File: config.mk
export PLATFORM = sky130hd
export DESIGN_NAME = rc4_stream_cipher_core
export DESIGN_NICKNAME = d
export VERILOG_FILES = /design/src/rtl/rc4_pkg.sv /design/src/rtl/rc4_stream_cipher_core.sv /design/src/rtl/rc4_sequencer.sv /design/src/rtl/rc4_datapath.sv
export SDC_FILE = /design/constraint.sdc
export NUM_CORES = 2
export LEC_CHECK = 0
export ABC_CLOCK_PERIOD_IN_PS = 9600
export BUFFER_PORTS_ARGS = -buffer_cell sky130_fd_sc_hd__buf_2
export CORE_MARGIN = 4
export CORE_UTILIZATION = 59
export CTS_BUF_LIST = sky130_fd_sc_hd__clkbuf_4
export DETAILED_ROUTE_END_ITERATION = 16
export HOLD_SLACK_MARGIN = 0.08
export PLACE_DENSITY_LB_ADDON = 0.12
export SLEW_MARGIN = 5
export SYNTH_ARGS = -nofsm -noshare
export SYNTH_HDL_FRONTEND = slang
export SYNTH_SLANG_ARGS = --single-unit
File: constraint.sdc
create_clock -name clk -period 9.6 [get_ports clk]
set_input_delay 1.92 -clock clk [delete_from_list [all_inputs] [get_ports clk]]
set_output_delay 1.92 -clock clk [all_outputs]
set_load 0.005 [all_outputs]
File: src/rtl/rc4_pkg.sv
// Shared types, codes and the control store for the RC4 core.
package rc4_pkg;

    localparam int KEY_MAX_DEF = 256;
    localparam int LEN_W       = 9;

    typedef enum logic [1:0] {
        MODE_KEY   = 2'd0,
        MODE_SCHED = 2'd1,
        MODE_CRYPT = 2'd2,
        MODE_NONE  = 2'd3
    } mode_t;

    typedef enum logic [3:0] {
        UPC_IDLE     = 4'd0,
        UPC_KEY_WR   = 4'd1,
        UPC_C0       = 4'd2,
        UPC_C1       = 4'd3,
        UPC_C2       = 4'd4,
        UPC_C3       = 4'd5,
        UPC_KS_INIT  = 4'd6,
        UPC_KS_FILL  = 4'd7,
        UPC_KS_RD    = 4'd8,
        UPC_KS_J     = 4'd9,
        UPC_KS_W1    = 4'd10,
        UPC_KS_W2    = 4'd11,
        UPC_KS_END   = 4'd12
    } upc_t;

    typedef enum logic [1:0] {
        RD_I       = 2'd0,
        RD_I_INC   = 2'd1,
        RD_J_SUM   = 2'd2,
        RD_A_PLUS  = 2'd3
    } rd_sel_t;

    typedef enum logic {
        WA_I = 1'b0,
        WA_J = 1'b1
    } wa_sel_t;

    typedef enum logic [1:0] {
        WD_I     = 2'd0,
        WD_RDATA = 2'd1,
        WD_A     = 2'd2
    } wd_sel_t;

    typedef enum logic [1:0] {
        I_HOLD = 2'd0,
        I_INC  = 2'd1,
        I_CLR  = 2'd2
    } i_op_t;

    typedef enum logic [1:0] {
        J_HOLD = 2'd0,
        J_SUM  = 2'd1,
        J_CLR  = 2'd2
    } j_op_t;

    typedef enum logic [1:0] {
        K_HOLD = 2'd0,
        K_CLR  = 2'd1,
        K_STEP = 2'd2
    } k_op_t;

    typedef enum logic [1:0] {
        SEQ_DISPATCH = 2'd0,
        SEQ_NEXT     = 2'd1,
        SEQ_LOOP     = 2'd2,
        SEQ_DONE     = 2'd3
    } seq_op_t;

    typedef struct packed {
        logic    perm_rd_en;
        rd_sel_t perm_rd_sel;
        logic    perm_we;
        wa_sel_t perm_wa_sel;
        wd_sel_t perm_wd_sel;
        i_op_t   i_op;
        j_op_t   j_op;
        logic    j_use_key;
        logic    a_load;
        logic    b_load;
        k_op_t   k_op;
        logic    key_we;
        logic    out_load;
        seq_op_t seq;
        upc_t    target;
    } cw_t;

    // Entry point of each mode's routine
    function automatic upc_t mode_entry(input mode_t m);
        upc_t e;
        e = UPC_IDLE;
        unique case (m)
            MODE_KEY:   e = UPC_KEY_WR;
            MODE_SCHED: e = UPC_KS_INIT;
            MODE_CRYPT: e = UPC_C0;
            MODE_NONE:  e = UPC_IDLE;
            default:    e = UPC_IDLE;
        endcase
        return e;
    endfunction

    // Control store: one control word per step
    function automatic cw_t ucode_rom(input upc_t upc);
        cw_t cw;
        cw = '0;
        cw.seq = SEQ_DONE;
        cw.target = UPC_IDLE;
        unique case (upc)
            UPC_IDLE: begin
                cw.seq = SEQ_DISPATCH;
            end
            UPC_KEY_WR: begin
                cw.key_we = 1'b1;
                cw.seq    = SEQ_DONE;
            end
            UPC_C0: begin
                cw.perm_rd_en  = 1'b1;
                cw.perm_rd_sel = RD_I_INC;
                cw.i_op        = I_INC;
                cw.seq         = SEQ_NEXT;
            end
            UPC_C1: begin
                cw.perm_rd_en  = 1'b1;
                cw.perm_rd_sel = RD_J_SUM;
                cw.j_op        = J_SUM;
                cw.a_load      = 1'b1;
                cw.seq         = SEQ_NEXT;
            end
            UPC_C2: begin
                cw.perm_rd_en  = 1'b1;
                cw.perm_rd_sel = RD_A_PLUS;
                cw.perm_we     = 1'b1;
                cw.perm_wa_sel = WA_I;
                cw.perm_wd_sel = WD_RDATA;
                cw.b_load      = 1'b1;
                cw.seq         = SEQ_NEXT;
            end
            UPC_C3: begin
                cw.perm_we     = 1'b1;
                cw.perm_wa_sel = WA_J;
                cw.perm_wd_sel = WD_A;
                cw.out_load    = 1'b1;
                cw.seq         = SEQ_DONE;
            end
            UPC_KS_INIT: begin
                cw.i_op = I_CLR;
                cw.j_op = J_CLR;
                cw.k_op = K_CLR;
                cw.seq  = SEQ_NEXT;
            end
            UPC_KS_FILL: begin
                cw.perm_we     = 1'b1;
                cw.perm_wa_sel = WA_I;
                cw.perm_wd_sel = WD_I;
                cw.i_op        = I_INC;
                cw.seq         = SEQ_LOOP;
                cw.target      = UPC_KS_FILL;
            end
            UPC_KS_RD: begin
                cw.perm_rd_en  = 1'b1;
                cw.perm_rd_sel = RD_I;
                cw.seq         = SEQ_NEXT;
            end
            UPC_KS_J: begin
                cw.perm_rd_en  = 1'b1;
                cw.perm_rd_sel = RD_J_SUM;
                cw.j_op        = J_SUM;
                cw.j_use_key   = 1'b1;
                cw.a_load      = 1'b1;
                cw.seq         = SEQ_NEXT;
            end
            UPC_KS_W1: begin
                cw.perm_we     = 1'b1;
                cw.perm_wa_sel = WA_I;
                cw.perm_wd_sel = WD_RDATA;
                cw.seq         = SEQ_NEXT;
            end
            UPC_KS_W2: begin
                cw.perm_we     = 1'b1;
                cw.perm_wa_sel = WA_J;
                cw.perm_wd_sel = WD_A;
                cw.i_op        = I_INC;
                cw.k_op        = K_STEP;
                cw.seq         = SEQ_LOOP;
                cw.target      = UPC_KS_RD;
            end
            UPC_KS_END: begin
                cw.i_op = I_CLR;
                cw.j_op = J_CLR;
                cw.seq  = SEQ_DONE;
            end
            default: begin
                cw.seq = SEQ_DONE;
            end
        endcase
        return cw;
    endfunction

endpackage

File: src/rtl/rc4_stream_cipher_core.sv
// Top level of the RC4 core: handshakes, key length register, output beat.
// Crypt beat: steps C0 to C3 from acceptance to result; the next beat is taken only back in idle,
//   the steps being the dependent read, read, read-and-write, write chain on the table's read and write ports.
// Key byte write: step UPC_KEY_WR. Key schedule: clear, 256 fill steps, 256 swaps of
//   4 steps, clear, then back to idle.
// Reset (async, active low) clears pointers, sequencer and output valid; key length resets to 1.
// Table and key store are undefined until written; run a key schedule before crypting.
module rc4_stream_cipher_core
    import rc4_pkg::*;
#(
    parameter int KEY_MAX = KEY_MAX_DEF
)
(
    input  logic             clk,
    input  logic             rst_n,
    input  logic             cfg_wr_en,
    input  logic [LEN_W-1:0] cfg_wr_data,
    input  logic             in_valid,
    output logic             in_stall,
    input  logic [1:0]       mode,
    input  logic [7:0]       key_index,
    input  logic [7:0]       byte_in,
    output logic             out_valid,
    input  logic             out_stall,
    output logic [7:0]       byte_out
);

    cw_t              cw;
    logic             idle;
    logic             accept;
    logic             advance;
    logic             i_last;
    logic [7:0]       crypt_byte;
    logic [LEN_W-1:0] key_length_reg;
    logic             out_valid_reg, out_valid_next;
    logic [7:0]       byte_out_reg;

    // Take a new beat only between routines
    assign in_stall = !idle;
    assign accept   = in_valid && !in_stall;

    // Hold the result step while the previous result is still waiting downstream
    assign advance = !(cw.out_load && out_valid_reg && out_stall);

    rc4_sequencer u_seq (
        .clk     (clk),
        .rst_n   (rst_n),
        .accept  (accept),
        .mode    (mode_t'(mode)),
        .advance (advance),
        .i_last  (i_last),
        .cw      (cw),
        .idle    (idle)
    );

    rc4_datapath #(
        .KEY_MAX (KEY_MAX)
    ) u_dp (
        .clk        (clk),
        .rst_n      (rst_n),
        .cw         (cw),
        .advance    (advance),
        .accept     (accept),
        .key_index  (key_index),
        .byte_in    (byte_in),
        .key_length (key_length_reg),
        .i_last     (i_last),
        .crypt_byte (crypt_byte)
    );

    // Key length register: the user writes it only while idle; the block does not enforce this
    always_ff @(posedge clk or negedge rst_n)
    begin
        if (!rst_n)
            key_length_reg <= LEN_W'(1);
        else if (cfg_wr_en)
            key_length_reg <= cfg_wr_data;
    end

    // Output beat: load on the final crypt step, drop once taken
    always_comb
    begin
        out_valid_next = out_valid_reg;
        priority if (cw.out_load && advance)
            out_valid_next = 1'b1;
        else if (!out_stall)
            out_valid_next = 1'b0;
    end

    always_ff @(posedge clk or negedge rst_n)
    begin
        if (!rst_n)
            out_valid_reg <= 1'b0;
        else
            out_valid_reg <= out_valid_next;
    end

    always_ff @(posedge clk)
    begin
        if (cw.out_load && advance)
            byte_out_reg <= crypt_byte;
    end

    assign out_valid = out_valid_reg;
    assign byte_out  = byte_out_reg;

endmodule

File: src/rtl/rc4_sequencer.sv
// Step counter and control store lookup for the RC4 core.
module rc4_sequencer
    import rc4_pkg::*;
(
    input  logic  clk,
    input  logic  rst_n,
    input  logic  accept,
    input  mode_t mode,
    input  logic  advance,
    input  logic  i_last,
    output cw_t   cw,
    output logic  idle
);

    upc_t upc_reg;
    upc_t upc_next;

    always_comb
    begin
        cw   = ucode_rom(upc_reg);
        idle = (upc_reg == UPC_IDLE);
    end

    always_comb
    begin
        upc_next = upc_reg;
        if (advance)
        begin
            unique case (cw.seq)
                SEQ_DISPATCH: upc_next = accept ? mode_entry(mode) : UPC_IDLE;
                SEQ_NEXT:     upc_next = upc_t'(upc_reg + 4'd1);
                SEQ_LOOP:     upc_next = i_last ? upc_t'(upc_reg + 4'd1) : cw.target;
                SEQ_DONE:     upc_next = UPC_IDLE;
                default:      upc_next = UPC_IDLE;
            endcase
        end
    end

    always_ff @(posedge clk or negedge rst_n)
    begin
        if (!rst_n)
            upc_reg <= UPC_IDLE;
        else
            upc_reg <= upc_next;
    end

endmodule

File: src/rtl/rc4_datapath.sv
// Permutation and key stores, pointers and keystream datapath of the RC4 core.
module rc4_datapath
    import rc4_pkg::*;
#(
    parameter int KEY_MAX = KEY_MAX_DEF
)
(
    input  logic             clk,
    input  logic             rst_n,
    input  cw_t              cw,
    input  logic             advance,
    input  logic             accept,
    input  logic [7:0]       key_index,
    input  logic [7:0]       byte_in,
    input  logic [LEN_W-1:0] key_length,
    output logic             i_last,
    output logic [7:0]       crypt_byte
);

    localparam int KEY_AW = (KEY_MAX > 1) ? $clog2(KEY_MAX) : 1;

    logic [7:0] perm_mem [0:255];
    logic [7:0] key_mem  [0:KEY_MAX-1];

    logic [7:0]        perm_rdata_reg;
    logic [7:0]        key_rdata_reg;
    logic [7:0]        i_reg, i_next;
    logic [7:0]        j_reg, j_next;
    logic [7:0]        a_reg;
    logic [7:0]        b_reg;
    logic [KEY_AW-1:0] k_reg, k_next;
    logic [7:0]        idx_reg;
    logic [7:0]        data_reg;

    logic [7:0]        j_sum;
    logic [7:0]        perm_raddr;
    logic [7:0]        perm_waddr;
    logic [7:0]        perm_wdata;
    logic [7:0]        ks_addr;
    logic [7:0]        ks_byte;
    logic [LEN_W-1:0]  eff_len;
    logic [LEN_W-1:0]  k_inc;
    logic              key_idx_ok;

    assign i_last  = (i_reg == 8'hFF);
    assign j_sum   = j_reg + perm_rdata_reg + (cw.j_use_key ? key_rdata_reg : 8'd0);
    assign k_inc   = LEN_W'(k_reg) + LEN_W'(1);
    assign ks_addr = a_reg + b_reg;
    assign key_idx_ok = ({1'b0, idx_reg} < LEN_W'(KEY_MAX));

    // Zero length acts as one; saturate at store depth
    always_comb
    begin
        priority if (key_length == '0)
            eff_len = LEN_W'(1);
        else if (key_length > LEN_W'(KEY_MAX))
            eff_len = LEN_W'(KEY_MAX);
        else
            eff_len = key_length;
    end

    always_comb
    begin
        unique case (cw.perm_rd_sel)
            RD_I:      perm_raddr = i_reg;
            RD_I_INC:  perm_raddr = i_reg + 8'd1;
            RD_J_SUM:  perm_raddr = j_sum;
            RD_A_PLUS: perm_raddr = a_reg + perm_rdata_reg;
            default:   perm_raddr = i_reg;
        endcase
        unique case (cw.perm_wa_sel)
            WA_I:    perm_waddr = i_reg;
            WA_J:    perm_waddr = j_reg;
            default: perm_waddr = i_reg;
        endcase
        unique case (cw.perm_wd_sel)
            WD_I:     perm_wdata = i_reg;
            WD_RDATA: perm_wdata = perm_rdata_reg;
            WD_A:     perm_wdata = a_reg;
            default:  perm_wdata = a_reg;
        endcase
    end

    // Keystream lookup was read before both swap writes landed: forward them
    always_comb
    begin
        priority if (ks_addr == j_reg)
            ks_byte = a_reg;
        else if (ks_addr == i_reg)
            ks_byte = b_reg;
        else
            ks_byte = perm_rdata_reg;
    end

    assign crypt_byte = data_reg ^ ks_byte;

    always_comb
    begin
        unique case (cw.i_op)
            I_HOLD:  i_next = i_reg;
            I_INC:   i_next = i_reg + 8'd1;
            I_CLR:   i_next = 8'd0;
            default: i_next = i_reg;
        endcase
        unique case (cw.j_op)
            J_HOLD:  j_next = j_reg;
            J_SUM:   j_next = j_sum;
            J_CLR:   j_next = 8'd0;
            default: j_next = j_reg;
        endcase
        unique case (cw.k_op)
            K_HOLD:  k_next = k_reg;
            K_CLR:   k_next = '0;
            K_STEP:  k_next = (k_inc >= eff_len) ? '0 : k_inc[KEY_AW-1:0];
            default: k_next = k_reg;
        endcase
    end

    always_ff @(posedge clk or negedge rst_n)
    begin
        if (!rst_n)
        begin
            i_reg <= 8'd0;
            j_reg <= 8'd0;
            k_reg <= '0;
        end
        else if (advance)
        begin
            i_reg <= i_next;
            j_reg <= j_next;
            k_reg <= k_next;
        end
    end

    always_ff @(posedge clk)
    begin
        if (accept)
        begin
            idx_reg  <= key_index;
            data_reg <= byte_in;
        end
        if (advance && cw.a_load)
            a_reg <= perm_rdata_reg;
        if (advance && cw.b_load)
            b_reg <= perm_rdata_reg;
    end

    always_ff @(posedge clk)
    begin
        if (advance && cw.perm_we)
            perm_mem[perm_waddr] <= perm_wdata;
        if (advance && cw.perm_rd_en)
            perm_rdata_reg <= perm_mem[perm_raddr];
    end

    always_ff @(posedge clk)
    begin
        if (cw.key_we && key_idx_ok)
            key_mem[idx_reg[KEY_AW-1:0]] <= data_reg;
        key_rdata_reg <= key_mem[k_reg];
    end

endmodule
Word-level counts from Yosys, hierarchy flattened --
Memories as Yosys holds them, arrays and structs flattened. A register that Yosys moved wholly into a read port is not among the register bits. Index checks and enable logic that the tools add are counted.
Word-level totals: output and inout port bits 10, logic and storage cells 120, memories 2, input bits 32, register bits after elaboration 78, bits in writable memories 4096
Cells by class: magnitude comparators 2, add/sub/neg operators 7, equality and inequality tests 32, bitwise gates (word level) 3, multiplexer cells 34, reduce and logical (&&, ||, !) cells 29
Memory list:
- u_dp.key_mem | words 256, bits a word 8, read ports 1, clocked after memory_dff 1, wr ports 1, RTL line rc4_datapath.sv:23 | logic [7:0] key_mem [0:KEY_MAX-1];
- u_dp.perm_mem | words 256, bits a word 8, read ports 1, clocked after memory_dff 1, wr ports 1, RTL line rc4_datapath.sv:22 | logic [7:0] perm_mem [0:255];
Operators with widths (number):
- $pmux 8 s2 | 5
- $add 8x8->8 | 4
- $mux 8 | 4
- $pmux 4 s4 | 2
- $pmux 8 s4 | 1
- $eq 4x4->1 const B | 5
- $eq 2x2->1 const B | 9
- $mux 9 | 2
- $eq 4x3->1 const B | 4
- $eq 8x8->1 | 2
- $eq 2x1->1 const B | 7
- $pmux 2 s2 | 3
- $pmux 3 s4 | 1
- $pmux 4 s3 | 1
- $mux 1 | 11
- $reduce_or 2->1 | 5
- $add 8x1->9 const B | 1
- $ge 9x9->1 | 1
- $gt 9x9->1 const B | 1
- $logic_not 9->1 | 1
- $add 8x1->8 const B | 1
- $eq 4x2->1 const B | 2
- $eq 8x8->1 const B | 1
- $logic_and 1x1->1 | 8
- 15 further kinds | 25

Depth between registers and ports, before layout --
word-level depth 8, depth in mapped cells 22

Modules after synthesis --
From an unflattened synthesis, not the netlist that was laid out.
Second synthesis, totals: cell total of the unflattened synthesis 8625, area total of the unflattened synthesis 165737.7 um^2
Modules (own cells, without submodules):
- rc4_datapath | cells each 8496, area an instance 164332.6 um^2, instances 1
- rc4_sequencer | cells each 96, area an instance 737.0 um^2, instances 1
- rc4_stream_cipher_core | cells each 33, area an instance 668.1 um^2, instances 1

Least setup slack after synthesis --
Ideal clock, no wire load.
path type reg2reg, from register u_seq.upc_reg[3], to memory u_dp.perm_mem[0][5] (data pin), period minus slack after synthesis 10339 ps, data arrival time 8760 ps, path slack -739 ps, path buffers 4, setup time 1579 ps, cell stages (with the launch flop) 10, required time 8021 ps, cells stage by stage dfrtp_1 buf_2 buf_1 nand2_1 nor2_1 a21oi_1 clkbuf_1 buf_1 nor2_1 a21oi_1
On the way: longest elaborated chain between the ends 5, elaborated cells on any way between the ends 11, those cells by class 6 x eq/ne; 2 x mux; 3 x reduce/logical
RTL lines:
- start, declared | RTL line rc4_sequencer.sv:15 | upc_t upc_reg;
- start signal, assigned | RTL line rc4_sequencer.sv:44 | upc_reg <= upc_next;
- $eq 4x3->1 or $eq 4x4->1 (tied branches) | RTL line rc4_pkg.sv:111 | unique case (upc)
- $reduce_or 2->1 (no source line)
- $pmux 4 s3 (*) | RTL line rc4_pkg.sv:111
- $eq 2x1->1 or $logic_not 2->1 (tied branches) | RTL line rc4_datapath.sv:76 | unique case (cw.perm_wd_sel)
- $pmux 8 s2 (*) | RTL line rc4_datapath.sv:76
- named net u_dp.perm_wdata[5] | RTL line rc4_datapath.sv:38 | logic [7:0] perm_wdata;
- end, declared | RTL line rc4_datapath.sv:22
Mark *: on every way through the listed nets, which the timed path passes. The rest lies on a longest branch.

Worst setup path in the final report --
from register u_seq.upc_reg[2], to register u_dp.perm_rdata_reg[0], read port of u_dp.perm_mem (data pin)
On the way: longest elaborated chain between the ends 6, elaborated cells on any way between the ends 21, those cells by class 1 x add/sub; 9 x eq/ne; 5 x mux; 6 x reduce/logical
RTL lines:
- parallel branches: the longest is 6 deep, another holds $add 8x8->8
- end, declared | RTL line rc4_datapath.sv:25 | logic [7:0] perm_rdata_reg;
Parallel ways; which one is timed is not known. A chain may end at the register's enable or synchronous reset.

==> results.py <==
metrics = {
    "run_status": {
        "status": "completed",
    },
    "setup_path": {
        "timing.rr.start": "u_seq.upc_reg[2]$_DFFE_PN0N_",
        "cp_max_stage_cell": "sky130_fd_sc_hd__a2111oi_0",
        "worst_setup_path_start_kind": "flip-flop",
        "endpoint_kind": "flip-flop",
        "critPathRequiredTime_ns": 10.87,
        "cell_depth_of_the_worst_flop_to_flop_path": 17,
        "path_delay_family": "compound AO/OA/AOI/OAI gates",
        "path_cells": "inv_1, and3_1, and2_1, fa_1, ha_1, fa_1, xor2_1, o21ai_0, o31ai_1, a221o_2, nand2b_4, buf_12, o22ai_1, a221oi_1, o22ai_1, a2111oi_0, a211oi_1",
        "timing.rr.end": "u_dp.perm_rdata_reg[0]$_DFFE_PP_",
        "path_class": "reg2reg",
        "critPathMaxStageDelay_ns": 1.14,
        "critical_path_peak_fanout": 56,
        "critical_path_arrival_ns": 8.49,
        "worst-r2r-setup-slack_ns": 2.38,
        "critical_path_buf_inv_count": 2,
    },
    "global_routing": {
        "gr-usage-all-layers_pct": 28.8,
        "grt_max_degree": 221,
        "antenna_found_initial": 13,
        "globalRoute.totalOverflow": 0,
        "first_global_vias": 91000,
        "global_route_wire_length_before_repair_um": 604000,
    },
    "timing": {
        "timing_max_transition_violations_final": 0,
        "fin_crit_sh_pct": 75.2,
        "clock_skew_ns": 0.144,
        "setup-tns-final_ns": 0,
        "worst_slew_slack_as_a_fraction_of_its_limit_pct": 4.35,
        "min_period_ns": 7.22,
        "number_of_setup_violations_in_the_final_report": 0,
        "fmaxAchievable_mhz": 138,
        "rsz0062_at_grt": "no",
        "max_slew.worst_pin.slew_ns": 1.43,
        "report.final.hold_viol_count": 0,
    },
    "placement": {
        "place.detailed.hpwl_um": 232000,
        "global_placer_s_final_weighted_congestion": 0.878,
        "port-buffer-count": 41,
    },
    "min_path": {
        "holdCritPathClass": "in2async",
    },
    "power_and_ir_drop": {
        "clockPowerShare_pct": 26.6,
        "net-switching-power_mw": 20.0,
        "combinational_group_share_of_total_power_pct": 32.7,
        "part_of_the_power_in_registers_pct": 40.7,
        "irDropWorstVdd_mv": 0.446,
        "report.power.total_mw": 54.9,
        "power_report.internal_total_mw": 34.9,
        "swShare_pct": 36.5,
        "power.leakage_nw": 58.5,
        "pwr_density_cell_nw_per_um2": 302,
    },
    "job": {
        "maxCapViolCount": 0,
    },
    "final_layout": {
        "layout.cells.most_common": "sky130_fd_sc_hd__edfxtp_1",
        "post_route_cells_drive_above_1_share_pct": 24.4,
        "final_core_util_pct": 65.1,
        "final_cell_mix": "4144 x sky130_fd_sc_hd__edfxtp_1, 1559 x sky130_fd_sc_hd__clkbuf_4, 1005 x sky130_fd_sc_hd__nand2_1",
        "n_fill_cell": 19500,
        "areaGrowthSynthToFinish_pct": 10.0,
        "design.final.nets": 9922,
        "multi_input_comb_area_um2": 37000,
        "sequential_cell_area_um2": 126000,
    },
    "routing": {
        "drt_iter0_markers": 11000,
        "vias_after_detailed_routing": 91500,
        "drt_first_pass_iters": 6,
        "drt_drc_violations_left": 0,
        "detail-route-antenna-nets": 0,
        "viasPerCell": 6.43,
        "drt-wirelength-per-cell_um": 29.0,
        "wirelength_um": 413000,
    },
    "synthesis": {
        "ys_seq_area_share_pct": 76.0,
        "share_of_flip_flops_with_an_asynchronous_set_or_reset_after_synthesis_pct": 0.907,
        "synth_area_leaders": "sky130_fd_sc_hd__edfxtp_1 75%, sky130_fd_sc_hd__mux4_2 9.3%, sky130_fd_sc_hd__nand2_1 2.4%",
        "yosysUniqueCellTypes": 69,
        "synth_top_area_share_pct": 75.3,
        "synth_flop_cell": "sky130_fd_sc_hd__edfxtp_1",
        "syn-num-nets": 9239,
        "synth_cells": 9157,
        "synth_edf_count": 4144,
        "synth.cell_area_um2": 165000,
        "synth_top_cell_by_area": "sky130_fd_sc_hd__edfxtp_1",
        "ys_ff_latch": 4190,
        "syn_area_per_cell_um2": 18.0,
        "synth_warnings": 0,
    },
    "clocking": {
        "cts_hold_buf": 0,
        "worst_setup_hold_path_clk_slew_ns": 0.07,
        "clk-insertion-delay-late_ns": 1.67,
        "clkSinkCount": 4190,
        "clock_root_buffer": "sky130_fd_sc_hd__clkbuf_4",
        "cts_max_path_buffers": 5,
        "post_cts_resize_count": 0,
        "cts_htree_levels": 7,
        "post-cts-setup-buffers": 0,
        "tritoncts.num_buffers": 1122,
        "tritoncts": "yes",
    },
    "floorplan": {
        "top_level_ports": 42,
        "die_width_um": 537,
        "fp.coreArea_um2": 279000,
        "core.rowCount": 194,
        "initial_utilization_pct": 59.2,
        "dieHeight_um": 537,
        "area_of_the_die_um2": 289000,
    },
}
-- synthesized netlist by cell type (6+ instances only) --
cell                        count
sky130_fd_sc_hd__ha_1          40
sky130_fd_sc_hd__a21oi_1      606
sky130_fd_sc_hd__a32oi_1      109
sky130_fd_sc_hd__nor2b_1       12
sky130_fd_sc_hd__clkbuf_1     259
sky130_fd_sc_hd__and2_1         7
sky130_fd_sc_hd__nand2_1     1036
sky130_fd_sc_hd__inv_1         38
sky130_fd_sc_hd__nand3_1       34
sky130_fd_sc_hd__o32ai_1        9
sky130_fd_sc_hd__and3_1         7
sky130_fd_sc_hd__o31ai_1       12
sky130_fd_sc_hd__a32o_1        94
sky130_fd_sc_hd__o211ai_1       8
sky130_fd_sc_hd__nor3_1        14
sky130_fd_sc_hd__a221oi_1     339
sky130_fd_sc_hd__xor2_1        11
sky130_fd_sc_hd__mux2_2        16
sky130_fd_sc_hd__a21o_1        10
sky130_fd_sc_hd__nand2b_1      21
sky130_fd_sc_hd__mux2i_1      327
sky130_fd_sc_hd__dfrtp_1       37
sky130_fd_sc_hd__buf_2        245
sky130_fd_sc_hd__fa_1          10
sky130_fd_sc_hd__o221ai_1      23
sky130_fd_sc_hd__o21ai_0       42
sky130_fd_sc_hd__nor3b_1        6
sky130_fd_sc_hd__xnor2_1       43
sky130_fd_sc_hd__o22a_1         8
sky130_fd_sc_hd__buf_6          9
sky130_fd_sc_hd__nand3b_1       7
sky130_fd_sc_hd__o21bai_1       6
sky130_fd_sc_hd__buf_4         33
sky130_fd_sc_hd__a2111oi_0      7
sky130_fd_sc_hd__dfxtp_1        8
sky130_fd_sc_hd__nor2_1       567
sky130_fd_sc_hd__a211oi_1      14
sky130_fd_sc_hd__buf_1         75
sky130_fd_sc_hd__edfxtp_1    4144
sky130_fd_sc_hd__nor4_1        67
sky130_fd_sc_hd__o22ai_1       72
sky130_fd_sc_hd__mux4_2       680
-- how the worst max path moves through the flow --
stage,startpoint,end,slack (ns),cells past startpoint
2_1_floorplan,u_seq.upc_reg[3]$_DFFE_PN0N_,u_dp.perm_mem[0][5]$_DFFE_PP_,-0.74,9
3_3_place_gp,u_seq.upc_reg[1]$_DFFE_PN0N_,u_dp.perm_rdata_reg[2]$_DFFE_PP_,2.67,19
3_5_place_dp,u_seq.upc_reg[2]$_DFFE_PN0N_,u_dp.perm_rdata_reg[3]$_DFFE_PP_,2.47,18
4_1_cts,u_seq.upc_reg[2]$_DFFE_PN0N_,u_dp.perm_rdata_reg[3]$_DFFE_PP_,2.49,18
5_1_grt,u_seq.upc_reg[2]$_DFFE_PN0N_,u_dp.perm_rdata_reg[3]$_DFFE_PP_,2.14,18
6_report,u_seq.upc_reg[2]$_DFFE_PN0N_,u_dp.perm_rdata_reg[0]$_DFFE_PP_,2.38,17
-- final cells by class --
cell class | instances | share of cell area [%]
antenna | 27 | 0.0372
clock buffer | 1559 | 6.44
clock inverter | 193 | 0.596
inverter | 39 | 0.0805
multi-input combinational | 4307 | 20.3
sequential | 4190 | 69.1
tap | 3724 | 2.56
timing repair buffer | 180 | 0.914
-- power by group through the flow --
stage	clock [mW]	sequential [mW]	combinational [mW]
6_report	14.6	22.4	17.9
5_1_grt	16.0	22.4	19.0
4_1_cts	14.9	22.3	17.7
3_5_place_dp	0	22.7	17.7
3_3_place_gp	0	22.7	17.3
2_1_floorplan	0	23.6	11.6
-- per-stage QoR --
step | worst slack, ns | cells | hold WS (ns) | instance area [um2]
3_5_place_dp | 2.47 | 12400 | 0.523 | 169000
3_3_place_gp | 2.67 | 12400 | 0.513 | 169000
5_1_grt | 2.14 | 14200 | 0.313 | 182000
6_report | 2.38 | 14200 | 0.491 | 182000
4_1_cts | 2.49 | 14200 | 0.274 | 182000
2_1_floorplan | -0.739 | 9157 | 0.494 | 165000
-- kinds of logic (layout without fill, tap and decap cells) --
logic type               count (synthesis)  after routing  share of synthesized area [%]
AO/OA/AOI/OAI                         1386           1386                           5.81
XOR/XNOR                                54             54                          0.286
adder cells (fa/ha/maj)                 50             50                          0.424
buffers and inverters                  660           1971                           1.80
flip-flops                            4190           4190                           76.0
multiplexers                          1023           1023                           11.4
other                                    0             27                              0
AND/OR/NAND/NOR                       1794           1794                           4.34
-- metal layers --
metal	vias to the layer above	wire length (um)	global-route usage [%]
met3	865	34800	6.17
met4	2	15100	12.6
li1	38900	-	-
met5	-	10	0
met2	4933	202000	45.3
met1	46700	161000	39.7
(Power assumes the default switching activity.)
